--- src/hw/rtl/ppsm_pkg.sv ---
// ============================================================================
// Pulse period speed meter package
// Shared widths, register indexes, event codes and the sequencer microcode.
// ============================================================================
`default_nettype none

package ppsm_pkg;

  localparam int unsigned DATA_W         = 32;
  localparam int unsigned WINDOW_LEN_DEF = 8;

  // Configuration registers
  localparam int unsigned CFG_IDX_W = 1;
  localparam logic [CFG_IDX_W-1:0] CFG_SPEED_CONST = 1'd0;
  localparam logic [CFG_IDX_W-1:0] CFG_TIMEOUT     = 1'd1;

  localparam logic [DATA_W-1:0] SPEED_CONST_RST = 32'd0;
  localparam logic [DATA_W-1:0] TIMEOUT_RST     = 32'd1000000;

  // Event kinds
  localparam logic REQ_PULSE  = 1'b0;
  localparam logic REQ_UPDATE = 1'b1;

  // Sequencer step addresses
  localparam int unsigned STEP_W = 4;
  localparam logic [STEP_W-1:0] S_IDLE  = 4'd0;
  localparam logic [STEP_W-1:0] S_SUM0  = 4'd1;
  localparam logic [STEP_W-1:0] S_RD    = 4'd2;
  localparam logic [STEP_W-1:0] S_ACC   = 4'd3;
  localparam logic [STEP_W-1:0] S_DIV1  = 4'd4;
  localparam logic [STEP_W-1:0] S_WAIT1 = 4'd5;
  localparam logic [STEP_W-1:0] S_CHK   = 4'd6;
  localparam logic [STEP_W-1:0] S_DIV2  = 4'd7;
  localparam logic [STEP_W-1:0] S_WAIT2 = 4'd8;
  localparam logic [STEP_W-1:0] S_OK    = 4'd9;
  localparam logic [STEP_W-1:0] S_BAD   = 4'd10;

  typedef enum logic [3:0] {
    OP_NONE,
    OP_EVENT,      // accept an event, update pulse state and window
    OP_SUM_INIT,   // clear sum and read index
    OP_RD,         // read window entry, bump index
    OP_ACC,        // add read data into sum
    OP_DIV_MEAN,   // start sum / fill
    OP_DIV_SPEED,  // start speed_constant / mean
    OP_OUT_OK,     // load result with quotient
    OP_OUT_BAD     // load result marked invalid
  } op_e;

  typedef enum logic [2:0] {
    C_NEXT,
    C_ALWAYS,
    C_NO_INPUT,
    C_FILL_ZERO,
    C_IDX_NE_N,
    C_DIV_BUSY,
    C_QUOT_ZERO,
    C_OUT_BUSY
  } cond_e;

  typedef struct packed {
    op_e               op;
    cond_e             cond;
    logic [STEP_W-1:0] target;
    logic              last;   // fall through to S_IDLE instead of step + 1
  } ucode_t;

  function automatic ucode_t ucode_rom(input logic [STEP_W-1:0] step);
    ucode_t w;
    w = '{op: OP_NONE, cond: C_ALWAYS, target: S_IDLE, last: 1'b0};
    case (step)
      S_IDLE:  w = '{op: OP_EVENT,     cond: C_NO_INPUT,  target: S_IDLE,  last: 1'b0};
      S_SUM0:  w = '{op: OP_SUM_INIT,  cond: C_FILL_ZERO, target: S_BAD,   last: 1'b0};
      S_RD:    w = '{op: OP_RD,        cond: C_NEXT,      target: S_IDLE,  last: 1'b0};
      S_ACC:   w = '{op: OP_ACC,       cond: C_IDX_NE_N,  target: S_RD,    last: 1'b0};
      S_DIV1:  w = '{op: OP_DIV_MEAN,  cond: C_NEXT,      target: S_IDLE,  last: 1'b0};
      S_WAIT1: w = '{op: OP_NONE,      cond: C_DIV_BUSY,  target: S_WAIT1, last: 1'b0};
      S_CHK:   w = '{op: OP_NONE,      cond: C_QUOT_ZERO, target: S_BAD,   last: 1'b0};
      S_DIV2:  w = '{op: OP_DIV_SPEED, cond: C_NEXT,      target: S_IDLE,  last: 1'b0};
      S_WAIT2: w = '{op: OP_NONE,      cond: C_DIV_BUSY,  target: S_WAIT2, last: 1'b0};
      S_OK:    w = '{op: OP_OUT_OK,    cond: C_OUT_BUSY,  target: S_OK,    last: 1'b1};
      S_BAD:   w = '{op: OP_OUT_BAD,   cond: C_OUT_BUSY,  target: S_BAD,   last: 1'b1};
      default: w = '{op: OP_NONE,      cond: C_ALWAYS,    target: S_IDLE,  last: 1'b0};
    endcase
    return w;
  endfunction

endpackage

`default_nettype wire

--- src/hw/rtl/ppsm_in_if.sv ---
// ============================================================================
// Event channel
// Valid/ready channel carrying one timestamped event per transaction.
// ============================================================================
`default_nettype none

interface ppsm_in_if;
  logic                        valid;
  logic                        ready;
  logic                        req_type;
  logic [ppsm_pkg::DATA_W-1:0] time_us;

  modport source (output valid, output req_type, output time_us, input ready);
  modport sink   (input valid, input req_type, input time_us, output ready);
endinterface

`default_nettype wire

--- src/hw/rtl/ppsm_out_if.sv ---
// ============================================================================
// Result channel
// Valid/ready channel carrying one speed result per transaction.
// ============================================================================
`default_nettype none

interface ppsm_out_if;
  logic                        valid;
  logic                        ready;
  logic                        speed_valid;
  logic [ppsm_pkg::DATA_W-1:0] speed_mph100;
  logic [ppsm_pkg::DATA_W-1:0] pulse_count;

  modport source (output valid, output speed_valid, output speed_mph100,
                  output pulse_count, input ready);
  modport sink   (input valid, input speed_valid, input speed_mph100,
                  input pulse_count, output ready);
endinterface

`default_nettype wire

--- src/hw/rtl/ppsm_div.sv ---
// ============================================================================
// Serial divider
// Restoring unsigned divider, one quotient bit per cycle.
// ============================================================================
`default_nettype none

module ppsm_div #(
  parameter int unsigned DIVIDEND_W = 35,
  parameter int unsigned DIVISOR_W  = 32
) (
  input  wire logic                  clk_i,
  input  wire logic                  rst_ni,
  input  wire logic                  start_i,
  input  wire logic [DIVIDEND_W-1:0] dividend_i,
  input  wire logic [DIVISOR_W-1:0]  divisor_i,
  output logic                       busy_o,
  output logic [DIVIDEND_W-1:0]      quotient_o
);

  localparam int unsigned CNT_W = $clog2(DIVIDEND_W + 1);

  logic [DIVIDEND_W-1:0] quo_q;
  logic [DIVISOR_W-1:0]  rem_q, dsr_q, rem_d;
  logic [CNT_W-1:0]      cnt_q;
  logic                  busy_q;
  logic [DIVISOR_W:0]    trial, diff;
  logic                  ge;

  assign trial = {rem_q, quo_q[DIVIDEND_W-1]};
  assign diff  = trial - {1'b0, dsr_q};
  assign ge    = trial >= {1'b0, dsr_q};
  assign rem_d = ge ? diff[DIVISOR_W-1:0] : trial[DIVISOR_W-1:0];

  always_ff @(posedge clk_i or negedge rst_ni) begin
    if (!rst_ni) begin
      busy_q <= 1'b0;
      cnt_q  <= '0;
    end else if (start_i) begin
      busy_q <= 1'b1;
      cnt_q  <= CNT_W'(DIVIDEND_W);
    end else if (busy_q) begin
      cnt_q <= cnt_q - CNT_W'(1);
      if (cnt_q == CNT_W'(1)) begin
        busy_q <= 1'b0;
      end
    end
  end

  always_ff @(posedge clk_i) begin
    if (start_i) begin
      quo_q <= dividend_i;
      rem_q <= '0;
      dsr_q <= divisor_i;
    end else if (busy_q) begin
      quo_q <= {quo_q[DIVIDEND_W-2:0], ge};
      rem_q <= rem_d;
    end
  end

  assign busy_o     = busy_q;
  assign quotient_o = quo_q;

endmodule

`default_nettype wire

--- src/hw/rtl/pulse_period_speed_meter.sv ---
// ============================================================================
// Pulse period speed meter
// Moving-average wheel speed from timestamped pulse and update events.
// ============================================================================
//
//  channel  dir  transaction                          payload
//  -------  ---  -----------------------------------  --------------------------
//  evt_i    in   one event (pulse or update)          req_type, time_us
//  res_o    out  one result per event                 speed_valid, speed_mph100,
//                                                     pulse_count
//  cfg      in   register write, cfg_we_i high        cfg_idx_i, cfg_data_i
//
//  An event runs the window sum, which reads the ring memory one entry at a
//  time (a read step, then an accumulate step), and both divisions go through
//  one shared serial divider, one bit per cycle. The sum is shorter while the
//  window is not full; both divisions are skipped when it is empty, and the
//  second one when the mean is zero.
//  Reset clears all control and window state; the ring itself needs no clear
//  since only the first fill entries are ever summed.
//  A stalled result sits in the output register; the next event is accepted
//  meanwhile, and the sequencer only waits when it has a second result ready.
// ============================================================================
`default_nettype none

module pulse_period_speed_meter #(
  parameter int unsigned WINDOW_LEN = ppsm_pkg::WINDOW_LEN_DEF
) (
  input  wire logic                           clk_i,
  input  wire logic                           rst_ni,
  input  wire logic                           cfg_we_i,
  input  wire logic [ppsm_pkg::CFG_IDX_W-1:0] cfg_idx_i,
  input  wire logic [ppsm_pkg::DATA_W-1:0]    cfg_data_i,
  ppsm_in_if.sink                             evt_i,
  ppsm_out_if.source                          res_o
);

  localparam int unsigned DW     = ppsm_pkg::DATA_W;
  localparam int unsigned FILL_W = $clog2(WINDOW_LEN + 1);
  localparam int unsigned IDX_W  = (WINDOW_LEN > 1) ? $clog2(WINDOW_LEN) : 1;
  localparam int unsigned SUM_W  = DW + $clog2(WINDOW_LEN);

  // --------------------------------------------------------------------------
  // Configuration registers
  // --------------------------------------------------------------------------
  logic [DW-1:0] speed_const_q, timeout_q;

  always_ff @(posedge clk_i or negedge rst_ni) begin
    if (!rst_ni) begin
      speed_const_q <= ppsm_pkg::SPEED_CONST_RST;
      timeout_q     <= ppsm_pkg::TIMEOUT_RST;
    end else if (cfg_we_i) begin
      case (cfg_idx_i)
        ppsm_pkg::CFG_SPEED_CONST: speed_const_q <= cfg_data_i;
        ppsm_pkg::CFG_TIMEOUT:     timeout_q     <= cfg_data_i;
        default: ;
      endcase
    end
  end

  // --------------------------------------------------------------------------
  // Sequencer: step counter + microcode ROM
  // --------------------------------------------------------------------------
  logic [ppsm_pkg::STEP_W-1:0] step_q, step_d;
  ppsm_pkg::ucode_t            uc;
  logic                        jump;

  logic                 div_busy;
  logic [SUM_W-1:0]     div_quot;
  logic [FILL_W-1:0]    fill_q, fill_d;
  logic [FILL_W-1:0]    idx_q;
  logic                 res_valid_q;
  logic                 out_busy;

  assign uc       = ppsm_pkg::ucode_rom(step_q);
  assign out_busy = res_valid_q && !res_o.ready;

  always_comb begin
    case (uc.cond)
      ppsm_pkg::C_NEXT:      jump = 1'b0;
      ppsm_pkg::C_ALWAYS:    jump = 1'b1;
      ppsm_pkg::C_NO_INPUT:  jump = !evt_i.valid;
      ppsm_pkg::C_FILL_ZERO: jump = (fill_q == '0);
      ppsm_pkg::C_IDX_NE_N:  jump = (idx_q != fill_q);
      ppsm_pkg::C_DIV_BUSY:  jump = div_busy;
      ppsm_pkg::C_QUOT_ZERO: jump = (div_quot[DW-1:0] == '0);
      ppsm_pkg::C_OUT_BUSY:  jump = out_busy;
      default:               jump = 1'b1;
    endcase
    if (jump) begin
      step_d = uc.target;
    end else if (uc.last) begin
      step_d = ppsm_pkg::S_IDLE;
    end else begin
      step_d = step_q + ppsm_pkg::STEP_W'(1);
    end
  end

  always_ff @(posedge clk_i or negedge rst_ni) begin
    if (!rst_ni) begin
      step_q <= ppsm_pkg::S_IDLE;
    end else begin
      step_q <= step_d;
    end
  end

  // --------------------------------------------------------------------------
  // Event handling: pulse timing and window bookkeeping
  // --------------------------------------------------------------------------
  logic              evt_acc;
  logic [DW-1:0]     prev_q, prev_d;
  logic [DW-1:0]     pend_q, pend_d;
  logic              pend_vld_q, pend_vld_d;
  logic [DW-1:0]     count_q, count_d;
  logic [IDX_W-1:0]  wpos_q, wpos_d, wpos_base;
  logic [FILL_W-1:0] fill_base;
  logic [DW-1:0]     elapsed;
  logic              push;

  assign evt_i.ready = (uc.op == ppsm_pkg::OP_EVENT);
  assign evt_acc     = evt_i.valid && evt_i.ready;
  assign elapsed     = evt_i.time_us - prev_q;

  always_comb begin
    prev_d     = prev_q;
    pend_d     = pend_q;
    pend_vld_d = pend_vld_q;
    count_d    = count_q;
    fill_base  = fill_q;
    wpos_base  = wpos_q;
    fill_d     = fill_q;
    wpos_d     = wpos_q;
    push       = 1'b0;
    if (evt_acc) begin
      if (evt_i.req_type == ppsm_pkg::REQ_PULSE) begin
        // first pulse (or one after timeout) only latches the time
        if (prev_q != '0) begin
          pend_d     = elapsed;
          pend_vld_d = 1'b1;
          count_d    = count_q + DW'(1);
        end
        prev_d = evt_i.time_us;
      end else begin
        // timeout empties the window before the pending interval goes in
        if (prev_q != '0 && elapsed > timeout_q) begin
          fill_base = '0;
          wpos_base = '0;
          prev_d    = '0;
        end
        fill_d = fill_base;
        wpos_d = wpos_base;
        if (pend_vld_q) begin
          push       = 1'b1;
          pend_vld_d = 1'b0;
          if (fill_base < FILL_W'(WINDOW_LEN)) begin
            fill_d = fill_base + FILL_W'(1);
          end
          if (wpos_base == IDX_W'(WINDOW_LEN - 1)) begin
            wpos_d = '0;
          end else begin
            wpos_d = wpos_base + IDX_W'(1);
          end
        end
      end
    end
  end

  always_ff @(posedge clk_i or negedge rst_ni) begin
    if (!rst_ni) begin
      prev_q     <= '0;
      pend_q     <= '0;
      pend_vld_q <= 1'b0;
      count_q    <= '0;
      fill_q     <= '0;
      wpos_q     <= '0;
    end else begin
      prev_q     <= prev_d;
      pend_q     <= pend_d;
      pend_vld_q <= pend_vld_d;
      count_q    <= count_d;
      fill_q     <= fill_d;
      wpos_q     <= wpos_d;
    end
  end

  // --------------------------------------------------------------------------
  // Interval ring: one write port (event push), one registered read port (sum)
  // --------------------------------------------------------------------------
  logic [DW-1:0] ring_mem [WINDOW_LEN];
  logic [DW-1:0] rd_data_q;

  always_ff @(posedge clk_i) begin
    if (push) begin
      ring_mem[wpos_base] <= pend_q;
    end
    if (uc.op == ppsm_pkg::OP_RD) begin
      rd_data_q <= ring_mem[idx_q[IDX_W-1:0]];
    end
  end

  // --------------------------------------------------------------------------
  // Window sum over the first fill entries
  // --------------------------------------------------------------------------
  logic [SUM_W-1:0] sum_q;

  always_ff @(posedge clk_i or negedge rst_ni) begin
    if (!rst_ni) begin
      idx_q <= '0;
    end else if (uc.op == ppsm_pkg::OP_SUM_INIT) begin
      idx_q <= '0;
    end else if (uc.op == ppsm_pkg::OP_RD) begin
      idx_q <= idx_q + FILL_W'(1);
    end
  end

  always_ff @(posedge clk_i) begin
    if (uc.op == ppsm_pkg::OP_SUM_INIT) begin
      sum_q <= '0;
    end else if (uc.op == ppsm_pkg::OP_ACC) begin
      sum_q <= sum_q + SUM_W'(rd_data_q);
    end
  end

  // --------------------------------------------------------------------------
  // Shared divider: mean = sum / fill, then speed = speed_constant / mean
  // --------------------------------------------------------------------------
  logic             div_start;
  logic [SUM_W-1:0] div_dividend;
  logic [DW-1:0]    div_divisor;

  assign div_start = (uc.op == ppsm_pkg::OP_DIV_MEAN) ||
                     (uc.op == ppsm_pkg::OP_DIV_SPEED);

  always_comb begin
    if (uc.op == ppsm_pkg::OP_DIV_MEAN) begin
      div_dividend = sum_q;
      div_divisor  = DW'(fill_q);
    end else begin
      // quotient still holds the mean from the first division
      div_dividend = SUM_W'(speed_const_q);
      div_divisor  = div_quot[DW-1:0];
    end
  end

  ppsm_div #(
    .DIVIDEND_W (SUM_W),
    .DIVISOR_W  (DW)
  ) u_div (
    .clk_i      (clk_i),
    .rst_ni     (rst_ni),
    .start_i    (div_start),
    .dividend_i (div_dividend),
    .divisor_i  (div_divisor),
    .busy_o     (div_busy),
    .quotient_o (div_quot)
  );

  // --------------------------------------------------------------------------
  // Output register
  // --------------------------------------------------------------------------
  logic          out_load;
  logic          out_ok;
  logic          res_spd_vld_q;
  logic [DW-1:0] res_speed_q, res_count_q;

  assign out_ok   = (uc.op == ppsm_pkg::OP_OUT_OK);
  assign out_load = (out_ok || uc.op == ppsm_pkg::OP_OUT_BAD) && !out_busy;

  always_ff @(posedge clk_i or negedge rst_ni) begin
    if (!rst_ni) begin
      res_valid_q <= 1'b0;
    end else if (out_load) begin
      res_valid_q <= 1'b1;
    end else if (res_o.ready) begin
      res_valid_q <= 1'b0;
    end
  end

  always_ff @(posedge clk_i) begin
    if (out_load) begin
      res_spd_vld_q <= out_ok;
      res_speed_q   <= out_ok ? div_quot[DW-1:0] : '0;
      res_count_q   <= count_q;
    end
  end

  assign res_o.valid        = res_valid_q;
  assign res_o.speed_valid  = res_spd_vld_q;
  assign res_o.speed_mph100 = res_speed_q;
  assign res_o.pulse_count  = res_count_q;

endmodule

`default_nettype wire

--- src/flat_wrapper.sv ---
// flat-port wrapper written by rule: the top's interface ports become plain ports
module pulse_period_speed_meter_flat 
#(
  parameter int unsigned WINDOW_LEN = ppsm_pkg::WINDOW_LEN_DEF
)
  (clk_i, rst_ni, cfg_we_i, cfg_idx_i, cfg_data_i, evt_i_valid, evt_i_req_type, evt_i_time_us, evt_i_ready, res_o_valid, res_o_speed_valid, res_o_speed_mph100, res_o_pulse_count, res_o_ready);
  ppsm_in_if evt_i_i ();
  ppsm_out_if res_o_i ();
  input  wire logic clk_i;
  input  wire logic rst_ni;
  input  wire logic cfg_we_i;
  input  wire logic [ppsm_pkg::CFG_IDX_W-1:0] cfg_idx_i;
  input  wire logic [ppsm_pkg::DATA_W-1:0] cfg_data_i;
  input wire logic [$bits(evt_i_i.valid)-1:0] evt_i_valid;
  input wire logic [$bits(evt_i_i.req_type)-1:0] evt_i_req_type;
  input wire logic [$bits(evt_i_i.time_us)-1:0] evt_i_time_us;
  output wire logic [$bits(evt_i_i.ready)-1:0] evt_i_ready;
  output wire logic [$bits(res_o_i.valid)-1:0] res_o_valid;
  output wire logic [$bits(res_o_i.speed_valid)-1:0] res_o_speed_valid;
  output wire logic [$bits(res_o_i.speed_mph100)-1:0] res_o_speed_mph100;
  output wire logic [$bits(res_o_i.pulse_count)-1:0] res_o_pulse_count;
  input wire logic [$bits(res_o_i.ready)-1:0] res_o_ready;
  assign evt_i_i.valid = evt_i_valid;
  assign evt_i_i.req_type = evt_i_req_type;
  assign evt_i_i.time_us = evt_i_time_us;
  assign evt_i_ready = evt_i_i.ready;
  assign res_o_valid = res_o_i.valid;
  assign res_o_speed_valid = res_o_i.speed_valid;
  assign res_o_speed_mph100 = res_o_i.speed_mph100;
  assign res_o_pulse_count = res_o_i.pulse_count;
  assign res_o_i.ready = res_o_ready;
  pulse_period_speed_meter #(.WINDOW_LEN(WINDOW_LEN)) u_core (.clk_i(clk_i), .rst_ni(rst_ni), .cfg_we_i(cfg_we_i), .cfg_idx_i(cfg_idx_i), .cfg_data_i(cfg_data_i), .evt_i(evt_i_i), .res_o(res_o_i));
endmodule
--- config.mk ---
export PLATFORM = sky130hd
export DESIGN_NAME = pulse_period_speed_meter_flat
export DESIGN_NICKNAME = d
export VERILOG_FILES = /design/src/hw/rtl/ppsm_pkg.sv /design/src/hw/rtl/ppsm_in_if.sv /design/src/hw/rtl/ppsm_out_if.sv /design/src/hw/rtl/ppsm_div.sv /design/src/hw/rtl/pulse_period_speed_meter.sv /design/src/flat_wrapper.sv
export SDC_FILE = /design/constraint.sdc
export NUM_CORES = 1
export LEC_CHECK = 0
export ABC_CLOCK_PERIOD_IN_PS = 8900
export CORE_MARGIN = 1
export CORE_UTILIZATION = 45
export CTS_CLUSTER_SIZE = 30
export DETAILED_ROUTE_END_ITERATION = 8
export DONT_BUFFER_PORTS = 1
export PLACE_DENSITY_LB_ADDON = 0.1
export REMOVE_ABC_BUFFERS = 1
export SLEW_MARGIN = 20
export SYNTH_ARGS = -nofsm -noshare
export SYNTH_HDL_FRONTEND = slang
export SYNTH_SLANG_ARGS = --single-unit
--- constraint.sdc ---
create_clock -name clk_i -period 8.9 [get_ports clk_i]
set_input_delay 1.78 -clock clk_i [delete_from_list [all_inputs] [get_ports clk_i]]
set_output_delay 1.78 -clock clk_i [all_outputs]
set_load 0.03 [all_outputs]
==> impl_metrics.ini <==
[run_status]
outcome = completed

[run]
cap_violations = 0

[cts]
hold_buffers = 0
cts_max_level = 3
cts_buffers = 75
clock_latency_ps = 620
clkTransAtPathRegs_ps = 60
cts_resized = 0
cts_setup_buffers = 0
clkSinkCount = 671
clockRootBuffer = clkbuf_16
cts_tree = yes
ctsLongestPathBuffers = 3

[drt]
via_per_inst = 5.71
routed_wl_mm = 82.8
drc_errors = 0
first_pass_iters = 7
antenna_left = 0
drt_first_iter_violations = 1529
wl_per_cell_microns = 22.9
num_vias = 20600

[min_path]
hold_path_class = flop to flop

[grt]
grt_pass1_wl_mm = 127
grt_usage_pct = 22.7
antenna_found_initial = 1
grt_pass1_vias = 20500
grt_max_degree = 185
grt-ovfl-total = 0

[finish]
final_common_cell = edfxtp_1
layout-drive-gt1-share_pct = 14.2
stdcell_count = 3612
nNetsFinal = 2808
fillers = 6210
largest_reg_flops = 256
regMostFlops = u_core.ring_mem
area_growth_pct = 11.1
layout_common_cells = edfxtp_1 (420), nand2_1 (234), dfrtp_1 (174)

[sta]
rsz0062_at_grt = false
setup_violations = 0
final.period_utilization_pct = 80.7
tightestPinTransition_ps = 1050
fmax_mhz = 139
drv_slew = 0
tns_ps = 0
relSlewSlack_pct = 29.8
fin_skew_ps = 24.3
min_period_ps = 7180
hold_violations = 0

[worst_setup_path]
end_kind = flop
worstSetupStartpointType = primary input
arrival_ps = 7480
cp.required_ps = 9200
critical_path_class = primary input to flop
path_max_fanout = 12

[power_and_ir_drop]
power_leakage_nw = 14.2
pwr_density_cell_nw_per_um2 = 383
ir_worst_vdd_mv = 0.196

[logic_synthesis]
synthCells = 2604
ys_warn_count = 0
avgSynthCellArea_sq_um = 12.5
synthFlopType = edfxtp_1
synthTopCellsByArea = edfxtp_1 (39%), dfrtp_1 (14%), ha_1 (5.3%)
synth.distinct_cells = 84
synth_edf_count = 420
synth-async-reset-ratio_pct = 27.4
ys_seq_area_share_pct = 57.2
synth_top_cell_by_area = edfxtp_1
ys_ff_latch = 671
yosysTopAreaCellShare_pct = 38.9
syn_area_sq_um = 32500

[die]
io_pins = 138
fp.dieArea_sq_um = 73200
rows = 98
die_x_microns = 271
start_util_pct = 45.5
core-area_sq_um = 71400
die_h_microns = 271

[placed_design]
place_inst = 3468
gp_congestion = 0.867
port_buffers = 0
hpwlAfterDp_mm = 58.2
cell usage after synthesis (7+ instances only):
cell / n
nand4_1: 32
xnor2_1: 80
nor2_1: 105
a21o_1: 74
o31ai_1: 35
nor4_1: 25
nor2b_1: 56
a221oi_1: 8
nand2_1: 235
and2_1: 42
nand3_1: 37
dfstp_2: 7
mux4_2: 64
xor2_1: 39
o21a_1: 17
clkbuf_1: 81
dfrtp_1: 177
buf_2: 12
nand3b_1: 7
or2_2: 7
mux2i_1: 64
nor3_1: 23
o21ai_0: 118
mux2_2: 118
a211oi_1: 11
edfxtp_1: 420
o211ai_1: 14
ha_1: 138
a22oi_1: 28
a21oi_1: 141
o21bai_1: 12
a31oi_1: 22
and3_1: 20
inv_1: 123
buf_1: 21
nand2b_1: 15
dfxtp_1: 67
power breakdown:
group          total [mW]  leakage [nW]  internal (mW)  switching (mW)
combinational        5.41          6.32           2.32            3.10
sequential           5.22          6.68           4.37           0.850
clock                3.18          1.23           1.92            1.26
worst max-delay path: stages:
cell and delay (ps):
inv_1 60, ha_1 180, inv_1 60, fa_1 390, a21o_1 170, a21oi_1 340, o21bai_1 100, a21o_1 220
a31oi_1 320, o21ai_0 180, a221oi_1 370, xnor2_1 130, ha_1 200, a21o_1 180, a21o_1 170, a21oi_1 130
o21ai_0 100, a221o_1 290, a21o_1 220, a211oi_4 540, o211ai_1 320, nor2_2 670, buf_4 350
metrics by stage:
stage               utilization, %  total power, mW  setup WS (ps)  area [sq um]  hold WS [ps]
floorplan                        -             9.12           -593         32000           437
global placement              46.9             10.5           1090         33500           464
detailed placement            46.9             10.7            988         33500           469
CTS                           50.5             13.9           1620         36000           475
global route                  50.5             14.7           1250         36000           489
finish                        50.5             13.8           1720         36100           477
final timing paths:
path                                    startpoint                    end  slack, ps  cells past startpoint
worst max-delay path              evt_i_time_us[0]  u_core.ring_mem[6][1]       1720                     23
worst min-delay path            u_core.count_q[31]     u_core.count_q[31]        480                      1
worst max register to register    u_core.prev_q[0]  u_core.ring_mem[6][1]       2430                     22
worst min register to register  u_core.count_q[31]     u_core.count_q[31]        480                      1
max in group asynchronous                   rst_ni    u_core.timeout_q[6]       7740                      0
min in group asynchronous                   rst_ni      u_core.prev_q[26]        860                      0
final cells by class:
| type | instances | area [sq um] | area share [%] |
|---|---|---|---|
| tap | 950 | 1190 | 3.30 |
| clock inverter | 33 | 432 | 1.20 |
| clock buffer | 106 | 2110 | 5.84 |
| inverter | 125 | 469 | 1.30 |
| sequential | 671 | 18600 | 51.5 |
| antenna | 4 | 10.0 | 0.0278 |
| multi-input combinational | 1690 | 13000 | 36.1 |
| timing repair buffer | 33 | 273 | 0.757 |
metal layers:
metal | up-vias | wire length, microns | track usage [%]
li1 | 9658 | - | -
met1 | 10400 | 36600 | 30.0
met2 | 459 | 41000 | 38.6
met3 | 113 | 3020 | 3.20
met4 | 0 | 2230 | 6.97
met5 | - | 0 | 0
cells by family after synthesis:
| kind of cell | Yosys count | synth area share (%) |
|---|---|---|
| DFF | 671 | 57.2 |
| and+or+nand+nor | 639 | 9.72 |
| AOI/OAI and AO/OA | 545 | 10.9 |
| muxes | 246 | 10.5 |
| buffers and inverters | 243 | 2.95 |
| adders and majority gates | 141 | 5.51 |
| xor gates and xnor gates | 119 | 3.21 |
Power figures use the tool's default switching activity.
